### config.mk
export PLATFORM = sky130hd
export DESIGN_NAME = timestamp_ordered_multi_fifo
export DESIGN_NICKNAME = d
export VERILOG_FILES = /design/src/rtl/tomf_pkg.sv /design/src/rtl/timestamp_ordered_multi_fifo.sv /design/src/rtl/tomf_ram.sv /design/src/rtl/tomf_lane.sv /design/src/rtl/tomf_oldest.sv
export SDC_FILE = /design/constraint.sdc
export NUM_CORES = 2
export LEC_CHECK = 0
export BUFFER_PORTS_ARGS = -buffer_cell sky130_fd_sc_hd__buf_4
export CORE_ASPECT_RATIO = 0.9
export CORE_MARGIN = 2
export CORE_UTILIZATION = 60
export DETAILED_ROUTE_END_ITERATION = 8
export HOLD_SLACK_MARGIN = 0.15
export PLACE_DENSITY = 0.78
export SETUP_SLACK_MARGIN = 0.1
export SYNTH_ARGS = -nofsm -noshare
export SYNTH_HDL_FRONTEND = slang
export SYNTH_SLANG_ARGS = --single-unit
### constraint.sdc
create_clock -name clk -period 33.7 [get_ports clk]
set_input_delay 1.685 -clock clk [delete_from_list [all_inputs] [get_ports clk]]
set_output_delay 1.685 -clock clk [all_outputs]
set_load 0.005 [all_outputs]
### src/rtl/tomf_pkg.sv
// ----------------------------------------------------------------------------
// tomf_pkg
// Shared types, sizes and helpers for the timestamp-ordered multi-source FIFO.
// ----------------------------------------------------------------------------
`default_nettype none

package tomf_pkg;

  // Block sizing
  localparam int NUM_SOURCES = 4;
  localparam int FIFO_DEPTH  = 16;
  localparam int DATA_WIDTH  = 32;

  // Fixed field widths of the request and response beats
  localparam int STAMP_W     = 32;
  localparam int PORT_DATA_W = 32;
  localparam int SRC_FIELD_W = 2;
  localparam int OCC_W       = 7;

  // Derived widths
  localparam int SRC_IDX_W = (NUM_SOURCES > 1) ? $clog2(NUM_SOURCES) : 1;
  localparam int PTR_W     = (FIFO_DEPTH > 1) ? $clog2(FIFO_DEPTH) : 1;
  localparam int FILL_W    = $clog2(FIFO_DEPTH + 1);
  localparam int ENTRY_W   = STAMP_W + DATA_WIDTH;

  typedef logic [DATA_WIDTH-1:0]  data_t;
  typedef logic [STAMP_W-1:0]     stamp_t;
  typedef logic [PTR_W-1:0]       ptr_t;
  typedef logic [FILL_W-1:0]      fill_t;
  typedef logic [SRC_IDX_W-1:0]   src_idx_t;
  typedef logic [OCC_W-1:0]       occ_t;

  // Request kinds
  typedef enum logic {
    REQ_ENQ = 1'b0,
    REQ_DEQ = 1'b1
  } req_kind_t;

  // Response status codes
  typedef enum logic [1:0] {
    ST_ENQ   = 2'd0,
    ST_DEQ   = 2'd1,
    ST_EMPTY = 2'd2,
    ST_FULL  = 2'd3
  } status_t;

  typedef struct packed {
    logic                    req_type;
    logic [SRC_FIELD_W-1:0]  source_id;
    logic [PORT_DATA_W-1:0]  data_value;
  } req_item_t;

  typedef struct packed {
    status_t                 status;
    logic [PORT_DATA_W-1:0]  dequeued_value;
    logic [SRC_FIELD_W-1:0]  from_source;
    stamp_t                  item_stamp;
    occ_t                    occupancy;
  } rsp_item_t;

  // One stored item
  typedef struct packed {
    stamp_t stamp;
    data_t  value;
  } entry_t;

  // Control into one per-source FIFO lane
  typedef struct packed {
    logic   push;
    logic   pop;
    entry_t wr_entry;
  } lane_cmd_t;

  // Status out of one per-source FIFO lane
  typedef struct packed {
    logic   not_empty;
    logic   full;
    entry_t head;
  } lane_stat_t;

  // Outcome of the oldest-head search
  typedef struct packed {
    logic     found;
    src_idx_t idx;
    entry_t   entry;
  } pick_t;

  // Wrapping stamp order: a is older than b when a - b has its top bit set
  function automatic logic older(stamp_t a, stamp_t b);
    stamp_t diff;
    diff = a - b;
    return diff[STAMP_W-1];
  endfunction

  function automatic ptr_t ptr_inc(ptr_t p);
    ptr_t r;
    if (p == PTR_W'(FIFO_DEPTH - 1)) begin
      r = '0;
    end else begin
      r = p + PTR_W'(1);
    end
    return r;
  endfunction

  // Port data to stored width
  function automatic data_t to_data(logic [PORT_DATA_W-1:0] v);
    logic [63:0] w;
    w = 64'(v);
    return w[DATA_WIDTH-1:0];
  endfunction

  // Stored width back to port data
  function automatic logic [PORT_DATA_W-1:0] from_data(data_t d);
    logic [63:0] w;
    w = 64'(d);
    return w[PORT_DATA_W-1:0];
  endfunction

endpackage

`default_nettype wire

### src/rtl/timestamp_ordered_multi_fifo.sv
// ----------------------------------------------------------------------------
// timestamp_ordered_multi_fifo
// Per-source FIFOs merged on dequeue by oldest timestamp.
// ----------------------------------------------------------------------------
// The block takes one request beat per cycle and returns exactly one response
// beat per request, in request order. A request beat is registered on accept
// and resolved into the result register once that register is free or is
// draining, and the block sustains one beat per cycle as long as the response
// side keeps up; the result register parts the two sides so a stalled response
// beat does not lose the request beat held in the input register. Each
// source has its own FIFO of FIFO_DEPTH entries in a RAM whose read port
// always fetches the head that will stand next cycle, which lets dequeues run
// back to back. Every request, accepted into a FIFO or not, advances the
// shared 32-bit stamp counter. A dequeue returns the head with the oldest
// stamp under wrapping compare, ties to the lower source. The RAMs need no
// clearing pass: the fill counts guard every read.
// ----------------------------------------------------------------------------
`default_nettype none

module timestamp_ordered_multi_fifo (
  input  wire logic                 clk,
  input  wire logic                 rst,
  input  wire logic                 req_valid,
  output logic                      req_ready,
  input  wire tomf_pkg::req_item_t  req,
  output logic                      rsp_valid,
  input  wire logic                 rsp_ready,
  output tomf_pkg::rsp_item_t       rsp
);

  import tomf_pkg::*;

  // Input register
  req_item_t  hold;
  logic       hold_valid;

  // Shared state
  stamp_t     stamp_counter;
  occ_t       total_count;
  occ_t       total_count_next;

  rsp_item_t  rsp_next;
  logic       fire;
  logic       is_enq;
  logic       sel_full;
  logic       enq_ok;
  logic       deq_ok;

  lane_cmd_t  lane_cmd  [NUM_SOURCES];
  lane_stat_t lane_stat [NUM_SOURCES];
  pick_t      pick;

  // Resolve the held beat whenever the result register is free or draining
  assign fire      = hold_valid && (!rsp_valid || rsp_ready);
  assign req_ready = !hold_valid || fire;

  always_ff @(posedge clk) begin
    if (rst) begin
      hold_valid <= 1'b0;
    end else if (req_valid && req_ready) begin
      hold_valid <= 1'b1;
    end else if (fire) begin
      hold_valid <= 1'b0;
    end
  end

  always_ff @(posedge clk) begin
    if (req_valid && req_ready) begin
      hold <= req;
    end
  end

  // Per-source FIFOs
  for (genvar g = 0; g < NUM_SOURCES; g++) begin : g_lane
    tomf_lane u_lane (
      .clk  (clk),
      .rst  (rst),
      .cmd  (lane_cmd[g]),
      .stat (lane_stat[g])
    );
  end

  tomf_oldest u_oldest (
    .stat (lane_stat),
    .pick (pick)
  );

  // Decode the held beat; a source with no lane counts as full
  always_comb begin
    is_enq   = (hold.req_type == REQ_ENQ);
    sel_full = 1'b1;
    for (int s = 0; s < NUM_SOURCES; s++) begin
      if (int'(hold.source_id) == s) begin
        sel_full = lane_stat[s].full;
      end
    end
    enq_ok = fire && is_enq && !sel_full;
    deq_ok = fire && !is_enq && pick.found;
  end

  // Drive lane commands
  always_comb begin
    for (int s = 0; s < NUM_SOURCES; s++) begin
      lane_cmd[s].push           = enq_ok && (int'(hold.source_id) == s);
      lane_cmd[s].pop            = deq_ok && (pick.idx == SRC_IDX_W'(s));
      lane_cmd[s].wr_entry.stamp = stamp_counter;
      lane_cmd[s].wr_entry.value = to_data(hold.data_value);
    end
  end

  // Occupancy after this request, kept modulo the field width
  always_comb begin
    priority if (enq_ok) begin
      total_count_next = total_count + OCC_W'(1);
    end else if (deq_ok) begin
      total_count_next = total_count - OCC_W'(1);
    end else begin
      total_count_next = total_count;
    end
  end

  // Build the response beat
  always_comb begin
    rsp_next           = '0;
    rsp_next.occupancy = total_count_next;
    if (is_enq) begin
      if (sel_full) begin
        rsp_next.status = ST_FULL;
      end else begin
        rsp_next.status     = ST_ENQ;
        rsp_next.item_stamp = stamp_counter;
      end
    end else begin
      if (pick.found) begin
        rsp_next.status         = ST_DEQ;
        rsp_next.dequeued_value = from_data(pick.entry.value);
        rsp_next.from_source    = SRC_FIELD_W'(pick.idx);
        rsp_next.item_stamp     = pick.entry.stamp;
      end else begin
        rsp_next.status = ST_EMPTY;
      end
    end
  end

  // Advance shared state once per resolved beat
  always_ff @(posedge clk) begin
    if (rst) begin
      stamp_counter <= '0;
      total_count   <= '0;
    end else if (fire) begin
      stamp_counter <= stamp_counter + STAMP_W'(1);
      total_count   <= total_count_next;
    end
  end

  // Result register: hold until taken
  always_ff @(posedge clk) begin
    if (rst) begin
      rsp_valid <= 1'b0;
    end else if (fire) begin
      rsp_valid <= 1'b1;
    end else if (rsp_ready) begin
      rsp_valid <= 1'b0;
    end
  end

  always_ff @(posedge clk) begin
    if (fire) begin
      rsp <= rsp_next;
    end
  end

endmodule

`default_nettype wire

### src/rtl/tomf_ram.sv
// ----------------------------------------------------------------------------
// tomf_ram
// Generic simple dual-port RAM: one write port, one registered read port.
// ----------------------------------------------------------------------------
`default_nettype none

module tomf_ram #(
  parameter int WIDTH = 8,
  parameter int DEPTH = 16
) (
  input  wire logic                                   clk,
  input  wire logic                                   we,
  input  wire logic [((DEPTH > 1) ? $clog2(DEPTH) : 1)-1:0] waddr,
  input  wire logic [WIDTH-1:0]                       wdata,
  input  wire logic [((DEPTH > 1) ? $clog2(DEPTH) : 1)-1:0] raddr,
  output logic      [WIDTH-1:0]                       rdata
);

  logic [WIDTH-1:0] mem [DEPTH];

  // Read returns the old word on a same-address write
  always_ff @(posedge clk) begin
    if (we) begin
      mem[waddr] <= wdata;
    end
    rdata <= mem[raddr];
  end

endmodule

`default_nettype wire

### src/rtl/tomf_lane.sv
// ----------------------------------------------------------------------------
// tomf_lane
// One per-source FIFO: pointers, fill count, entry RAM and head bypass.
// ----------------------------------------------------------------------------
`default_nettype none

module tomf_lane (
  input  wire logic                clk,
  input  wire logic                rst,
  input  wire tomf_pkg::lane_cmd_t cmd,
  output tomf_pkg::lane_stat_t     stat
);

  import tomf_pkg::*;

  ptr_t   head_ptr;
  ptr_t   head_ptr_next;
  ptr_t   tail_ptr;
  fill_t  fill;
  logic   byp_hit;
  entry_t byp_entry;
  logic [ENTRY_W-1:0] rd_word;

  // Read the head that will stand after this cycle
  assign head_ptr_next = cmd.pop ? ptr_inc(head_ptr) : head_ptr;

  always_ff @(posedge clk) begin
    if (rst) begin
      head_ptr <= '0;
      tail_ptr <= '0;
      fill     <= '0;
      byp_hit  <= 1'b0;
    end else begin
      head_ptr <= head_ptr_next;
      if (cmd.push) begin
        tail_ptr <= ptr_inc(tail_ptr);
      end
      if (cmd.push) begin
        fill <= fill + FILL_W'(1);
      end else if (cmd.pop) begin
        fill <= fill - FILL_W'(1);
      end
      // A write landing on the slot being read wins over the stale read
      byp_hit <= cmd.push && (tail_ptr == head_ptr_next);
    end
  end

  always_ff @(posedge clk) begin
    byp_entry <= cmd.wr_entry;
  end

  tomf_ram #(
    .WIDTH (ENTRY_W),
    .DEPTH (FIFO_DEPTH)
  ) u_ram (
    .clk   (clk),
    .we    (cmd.push),
    .waddr (tail_ptr),
    .wdata (cmd.wr_entry),
    .raddr (head_ptr_next),
    .rdata (rd_word)
  );

  always_comb begin
    stat.not_empty = (fill != '0);
    stat.full      = (fill == FILL_W'(FIFO_DEPTH));
    stat.head      = byp_hit ? byp_entry : entry_t'(rd_word);
  end

endmodule

`default_nettype wire

### src/rtl/tomf_oldest.sv
// ----------------------------------------------------------------------------
// tomf_oldest
// Scan the lane heads in source order and pick the oldest stamp.
// ----------------------------------------------------------------------------
`default_nettype none

module tomf_oldest (
  input  wire tomf_pkg::lane_stat_t stat [tomf_pkg::NUM_SOURCES],
  output tomf_pkg::pick_t           pick
);

  import tomf_pkg::*;

  // Strictly older replaces, so ties go to the lower source
  always_comb begin
    pick = '0;
    for (int s = 0; s < NUM_SOURCES; s++) begin
      if (stat[s].not_empty &&
          (!pick.found || older(stat[s].head.stamp, pick.entry.stamp))) begin
        pick.found = 1'b1;
        pick.idx   = SRC_IDX_W'(s);
        pick.entry = stat[s].head;
      end
    end
  end

endmodule

`default_nettype wire

# Word-level counts from Yosys, hierarchy flattened
# Memories as Yosys holds them, arrays and structs flattened. A register that Yosys moved wholly into a read port is not among the register bits.
# Cells that the tools add are included.
[word_totals]
ram_bits = 4096
reg_bits = 271
n_memories = 4
inputBits = 39
[mem_list]
columns = ["name", "depth", "word_bits", "read_ports", "rd_clocked_by_memory_dff", "wr", "line_no", "source"]
rows = [
  ["g_lane[0].u_lane.u_ram.mem", 16, 64, 1, 1, 1, "tomf_ram.sv:19", "logic [WIDTH-1:0] mem [DEPTH];"],
  ["g_lane[1].u_lane.u_ram.mem", 16, 64, 1, 1, 1, "tomf_ram.sv:19", ""],
  ["g_lane[2].u_lane.u_ram.mem", 16, 64, 1, 1, 1, "tomf_ram.sv:19", ""],
  ["g_lane[3].u_lane.u_ram.mem", 16, 64, 1, 1, 1, "tomf_ram.sv:19", ""],
]
[op_classes]
bitwise = 1
n_reduce_logical = 45
n_mux = 52
addsub = 22
eq_ne = 22
[ops]
columns = ["cell", "n"]
rows = [
  ["$mux 67", 4],
  ["$mux 64", 4],
  ["$mux 32", 3],
  ["$sub 32x32->32", 3],
  ["$mux 4", 12],
  ["$mux 5", 8],
  ["$add 32x1->32 const B", 1],
  ["$add 4x1->4 const B", 8],
  ["$eq 4x4->1 const B", 8],
  ["$logic_and 1x1->1", 21],
  ["$add 5x1->5 const B", 4],
  ["$eq 5x5->1 const B", 4],
  ["$reduce_bool 5->1", 4],
  ["$sub 5x1->5 const B", 4],
  ["$eq 4x4->1", 4],
  ["$mux 1", 16],
  ["$mux 7", 2],
  ["$reduce_bool 2->1", 6],
  ["$eq 2x2->1 const B", 4],
  ["$add 7x1->7 const B", 1],
  ["$sub 7x1->7 const B", 1],
  ["$logic_not 1->1", 6],
  ["$mux 2", 3],
  ["$logic_or 1x1->1", 5],
  ["other kinds (4)", 6],
]

# Logic depth before layout (Yosys ltp)
[depth]
depth_word = 19
depth_mapped = 51
ltp_nobuf = 41

# Modules after synthesis
# Synthesis repeated with hierarchy kept, for this count alone.
[unflattened]
hier_cells = 8762
area_unflattened_um2 = 180964.8
[modules_own_cells]
columns = ["mod", "area_each_um2", "n_inst", "cells_each"]
rows = [
  ["tomf_ram (g_lane[0].u_lane.u_ram ...)", 39581.7, 3, 1647],
  ["tomf_ram (g_lane[1].u_lane.u_ram)", 39583.0, 1, 1647],
  ["tomf_lane", 2867.8, 4, 231],
  ["timestamp_ordered_multi_fifo", 6180.9, 1, 464],
  ["tomf_oldest", 4984.8, 1, 786],
]

# Least setup slack after synthesis
# Ideal clock, no wire load.
[synth_path]
path_kind = "register to register"
from = "register g_lane[0].u_lane.fill[0]"
to = "register g_lane[1].u_lane.u_ram.rdata[38], read port of g_lane[1].u_lane.u_ram.mem"
arrival_ps = 10504
t_required_ps = 33570
setup_slack_ps = 23066
path_stages_with_launch = 51
path_cell_list = "dfxtp_1 -> or4_4 -> or2_0 -> clkbuf_1 -> clkbuf_1 -> clkbuf_1 -> nand2_1 -> ha_1 -> a211oi_1 -> o21ai_0 -> o221ai_1 -> nand2_1 -> a31o_2 -> nor2_1 -> clkbuf_1 -> buf_1 -> nor2_1 -> a21oi_1 -> (+15 left out) -> a21o_1 -> a21o_1 -> a21o_1 -> a21o_1 -> a21o_1 -> a21oi_1 -> o311a_1 -> nand4_1 -> xnor2_1 -> buf_2 -> a21o_1 -> a21boi_1 -> buf_2 -> clkbuf_1 -> clkbuf_1 -> mux2_2 -> o211ai_1 -> nand4_1"
[synth_between]
elab_chain_len = 17
[synth_rtl]
columns = ["element", "line_no", "source"]
rows = [
  ["start: declaration", "tomf_lane.sv:19", "fill_t fill;"],
  ["start signal: assignment", "tomf_lane.sv:39", "fill <= fill + FILL_W'(1);"],
  ["start signal: assignment", "tomf_lane.sv:41", "fill <= fill - FILL_W'(1);"],
  ["$reduce_bool 5->1 (*)", "tomf_lane.sv:65", "stat.not_empty = (fill != '0);"],
  ["$mux 67 (*)", "tomf_oldest.sv:18", "if (stat[s].not_empty &&"],
  ["$sub 32x32->32 / $logic_not 1->1 (equally long branches)", "tomf_pkg.sv:91, tomf_oldest.sv:19", ""],
  ["$logic_or 1x1->1", "tomf_oldest.sv:19", "(!pick.found || older(stat[s].head.stamp, pick.entry.stamp))) begin"],
  ["$logic_and 1x1->1", "tomf_oldest.sv:18", ""],
  ["$mux 67 (*)", "tomf_oldest.sv:18", ""],
  ["$sub 32x32->32 / $logic_not 1->1 (equally long branches)", "tomf_pkg.sv:91, tomf_oldest.sv:19", ""],
  ["$logic_or 1x1->1", "tomf_oldest.sv:19", ""],
  ["$logic_and 1x1->1", "tomf_oldest.sv:18", ""],
  ["$mux 67 (*)", "tomf_oldest.sv:18", ""],
  ["$sub 32x32->32 / $logic_not 1->1 (equally long branches)", "tomf_pkg.sv:91, tomf_oldest.sv:19", ""],
  ["$logic_or 1x1->1", "tomf_oldest.sv:19", ""],
  ["$logic_and 1x1->1", "tomf_oldest.sv:18", ""],
  ["$mux 67 (*)", "tomf_oldest.sv:18", ""],
  ["$eq 2x1->1 / $logic_and 1x1->1 (equally long branches)", "timestamp_ordered_multi_fifo.sv:105, timestamp_ordered_multi_fifo.sv:98", ""],
  ["$logic_and 1x1->1 (*)", "timestamp_ordered_multi_fifo.sv:105", "lane_cmd[s].pop = deq_ok && (pick.idx == SRC_IDX_W'(s));"],
  ["$mux 4 (*)", "tomf_lane.sv:25", "assign head_ptr_next = cmd.pop ? ptr_inc(head_ptr) : head_ptr;"],
  ["end: declaration", "tomf_ram.sv:16", "output logic [WIDTH-1:0] rdata"],
]
# Every way passes the cells marked *; elsewhere a longest branch is shown, timed or not.
# A chain may end at the register's enable or synchronous reset.

# Worst setup path in the final report
[layout_path]
from = "register g_lane[0].u_lane.fill[0]"
to = "register g_lane[0].u_lane.u_ram.rdata[18], read port of g_lane[0].u_lane.u_ram.mem"
[layout_between]
elab_chain_len = 17
[layout_rtl]
columns = ["element", "line_no"]
rows = [
  ["$reduce_bool 5->1 (*)", "tomf_lane.sv:65"],
  ["$mux 67 (*)", "tomf_oldest.sv:18"],
  ["$sub 32x32->32 / $logic_not 1->1 (equally long branches)", "tomf_pkg.sv:91, tomf_oldest.sv:19"],
  ["$logic_or 1x1->1", "tomf_oldest.sv:19"],
  ["$logic_and 1x1->1", "tomf_oldest.sv:18"],
  ["$mux 67 (*)", "tomf_oldest.sv:18"],
  ["$sub 32x32->32 / $logic_not 1->1 (equally long branches)", "tomf_pkg.sv:91, tomf_oldest.sv:19"],
  ["$logic_or 1x1->1", "tomf_oldest.sv:19"],
  ["$logic_and 1x1->1", "tomf_oldest.sv:18"],
  ["$mux 67 (*)", "tomf_oldest.sv:18"],
  ["$sub 32x32->32 / $logic_not 1->1 (equally long branches)", "tomf_pkg.sv:91, tomf_oldest.sv:19"],
  ["$logic_or 1x1->1", "tomf_oldest.sv:19"],
  ["$logic_and 1x1->1", "tomf_oldest.sv:18"],
  ["$mux 67 (*)", "tomf_oldest.sv:18"],
  ["$logic_not 2->1 / $logic_and 1x1->1 (equally long branches)", "timestamp_ordered_multi_fifo.sv:105, timestamp_ordered_multi_fifo.sv:98"],
  ["$logic_and 1x1->1 (*)", "timestamp_ordered_multi_fifo.sv:105"],
  ["$mux 4 (*)", "tomf_lane.sv:25"],
  ["end: declaration", "tomf_ram.sv:16"],
]
# Marked as above.

==> impl_metrics.yaml <==
power_and_ir_drop:
  leakagePower_nw: 70.1
  power_density_mw_per_mm2: 62.3
  p_total_mw: 12.7
  vdd_drop_max_mv: 0.0579
finish:
  layout_common_cells: "edfxtp_1, nand2_1, a21oi_1, o211ai_1, mux2i_1"
  final_nets: 12356
  post-route-util: 0.670
  final_layout_size_suffix_gt1_frac: 0.131
  fillers: 19365
  stdcell_area_mm2: 0.204
  syn_to_final_growth_pct: 11.0
  layout.cells.non_filler: 16659
  layout_commonest_cell: "edfxtp_1"
logic_synthesis:
  ys_ff_latch: 4623
  syn_inst: 12282
  synth_top_family_by_area: "compound AO/OA/AOI/OAI gates"
  synth_largest_area_cell: "edfxtp_1"
  yosys.area_share.simple: 0.0539
  synth_fa_ha_area_frac: 0.00895
  yosysUniqueCellTypes: 74
  yosysWarnings: 0
  synthTopCellsByArea: "edfxtp_1, dfxtp_1, o211ai_1"
  ys_seq_area_frac: 0.733
  avgSynthCellArea_um2: 15.0
  synth-edff-count: 4206
  syn-num-nets: 12450
  synth_top_flop_cell: "edfxtp_1"
  synth_xor_area_frac: 0.00401
  muxShareOfSynthArea: 0.0526
  synth_top_area_frac: 0.688
  async_reset_ff_frac: 0
  synth_compound_area_frac: 0.121
  syn-cell-area_mm2: 0.184
clock_tree:
  cts_buffer_depth: 4
  hold_buffers: 0
  cts.sinks: 4623
  clock_latency_ns: 0.95
  htreeDepth: 5
  cts_tree: "done"
  cts.repair.resized: 0
  postCtsSetupBuffers: 0
  cts_made_buffers: 431
  cts_root_buffer: "clkbuf_16"
  clk_pin_slew_ns: 0.06
setup_path:
  crit_type: "reg -> reg"
  critPathArrivalTime_ns: 16.94
  rrSetupSlack_ns: 17.64
  end_kind: "flop"
  cp_num_buf_inv: 9
  required_ns: 34.58
  crit_top_cell: "buf_4"
  worst_path_dominant_cell_family: "simple AND/OR/NAND/NOR gates"
  cp_slowest_stage_delay_ns: 0.94
  worst_setup_path_start_kind: "flop"
  path_max_fanout: 99
  cpMaxStageDelayCell: "buf_4"
detailed_routing:
  ant_nets: 0
  routed_wl_um: 541000
  drc_errors: 0
  firstDrtPassIters: 8
  viasPerCell: 7.03
  route.vias.total: 117117
  drtIter0Drc: 19195
  wl_per_cell_um: 32.5
timing:
  setup_viol: 0
  drv_slew: 0
  whs_ns: 0.517
  period_minus_slack_ns: 16.06
  worst_slew_pin_slew_ns: 1.34
  rsz0062_at_grt: "no"
  slew_headroom: 0.104
  layout_setup_ws_ns: 17.64
  fmax_ghz: 0.0623
  period_share: 0.477
  fin_worst_skew_ns: 0.0492
  finalSetupTns_ns: 0
  finalHoldViolations: 0
placement:
  placed_area_mm2: 0.189
  dp_slack_ns: 18.00
  dpl.hpwl_um: 297000
  placed_cells: 15829
  port_buffers: 115
  place_congestion: 0.903
status:
  status: "finished, final reports clean"
floorplanning:
  io_pins: 116
  start_util: 0.603
  core_area_mm2: 0.304
  rows: 192
  dieWidth_um: 587
  dieArea_mm2: 0.311
  die_y_um: 529
worst_hold_path:
  hold_path.class: "reg -> reg"
grt:
  grt-ovfl-total: 0
  grtUsageMet2: 0.518
  grt_usage: 0.341
  met3_usage: 0.0909
  grt_pass1_vias: 112717
  antenna_found_initial: 66
  use_met1: 0.465
  top_usage_layer: "met2"
  grt_pass1_wl_um: 771000
  grt_max_degree: 171
flow_run:
  cap_violations: 0
-- kinds of logic (layout without fill, tap and decap cells) --
logic type,after synthesis,in the layout
fa+ha+maj,129,129
xor+xnor,84,84
other cells,0,24
flops,4623,4623
mux,912,912
simple gates,2166,2166
compound gates,3107,3107
buf+inv,1261,1540
-- layout make-up --
cell class | instances | area [um^2] | share of cell area
flip-flops and latches | 4623 | 135000 | 0.661
diodes | 24 | 60.1 | 0.000295
inverters | 310 | 1170 | 0.00575
repair buffers | 424 | 3350 | 0.0164
multi-input cells | 6398 | 44900 | 0.220
clock buffers | 590 | 12100 | 0.0591
clock inverters | 216 | 2470 | 0.0121
well taps | 4074 | 5100 | 0.0250
-- worst min-delay path, stage by stage (launching register included) --
cell,delay (ns)
dfxtp_1,0.33
nand3_1,0.08
a21oi_1,0.06
-- final timing paths --
kind | cells past startpoint | endpoint | startpoint
min reg2reg | 2 | g_lane[1].u_lane.fill[3] | g_lane[1].u_lane.fill[3]
min | 2 | g_lane[1].u_lane.fill[3] | g_lane[1].u_lane.fill[3]
max | 43 | g_lane[0].u_lane.u_ram.rdata[18] | g_lane[0].u_lane.fill[0]
max reg2reg | 43 | g_lane[0].u_lane.u_ram.rdata[18] | g_lane[0].u_lane.fill[0]
-- report_power, final --
part	switching [mW]	internal (mW)	total (mW)	leakage, nW
sequential	0.0972	6.29	6.38	42.0
clock	2.10	2.89	4.99	7.10
combinational	0.900	0.424	1.32	21.0
-- per-layer routing --
layer,share of wire,vias up
met5,0.00045,-
met4,0.054,40
met3,0.15,1657
met2,0.45,9207
met1,0.35,58010
li1,-,48203
-- registers in the layout, indices dropped and copies added (netlist names) --
signal                     count
stamp_counter                 32
rsp_valid                      1
g_lane.u_lane.u_ram.mem     4096
g_lane.u_lane.byp_hit          4
hold                          35
g_lane.u_lane.u_ram.rdata    256
g_lane.u_lane.fill            20
g_lane.u_lane.tail_ptr        16
g_lane.u_lane.byp_entry       64
hold_valid                     1
total_count                    7
rsp                           75
g_lane.u_lane.head_ptr        16
-- synth_stat cells, types with 4 or more instances --
library cell / number
nor2b_1: 17
edfxtp_1: 4206
or3_1: 10
clkbuf_1: 731
dfxtp_1: 417
xnor2_1: 61
o211ai_1: 774
buf_1: 108
or2_2: 5
nor3_1: 37
a311oi_1: 227
and3_1: 202
buf_6: 5
nor4_1: 6
a21o_1: 36
a221oi_1: 130
a31oi_1: 6
a21oi_1: 824
nand2_1: 1028
and4_1: 7
mux2_2: 414
a22o_1: 131
nor2_1: 312
a221o_1: 257
buf_2: 106
fa_1: 4
a211oi_1: 296
ha_1: 125
nand3_1: 285
nand4_1: 163
o21a_1: 6
or4_1: 67
nand2b_1: 15
inv_1: 308
mux2i_1: 495
a211o_1: 66
and2_1: 5
o221ai_1: 66
o21ai_0: 231
o22ai_1: 26
xor2_1: 23
Note: power is estimated with default switching activity, not from simulation.
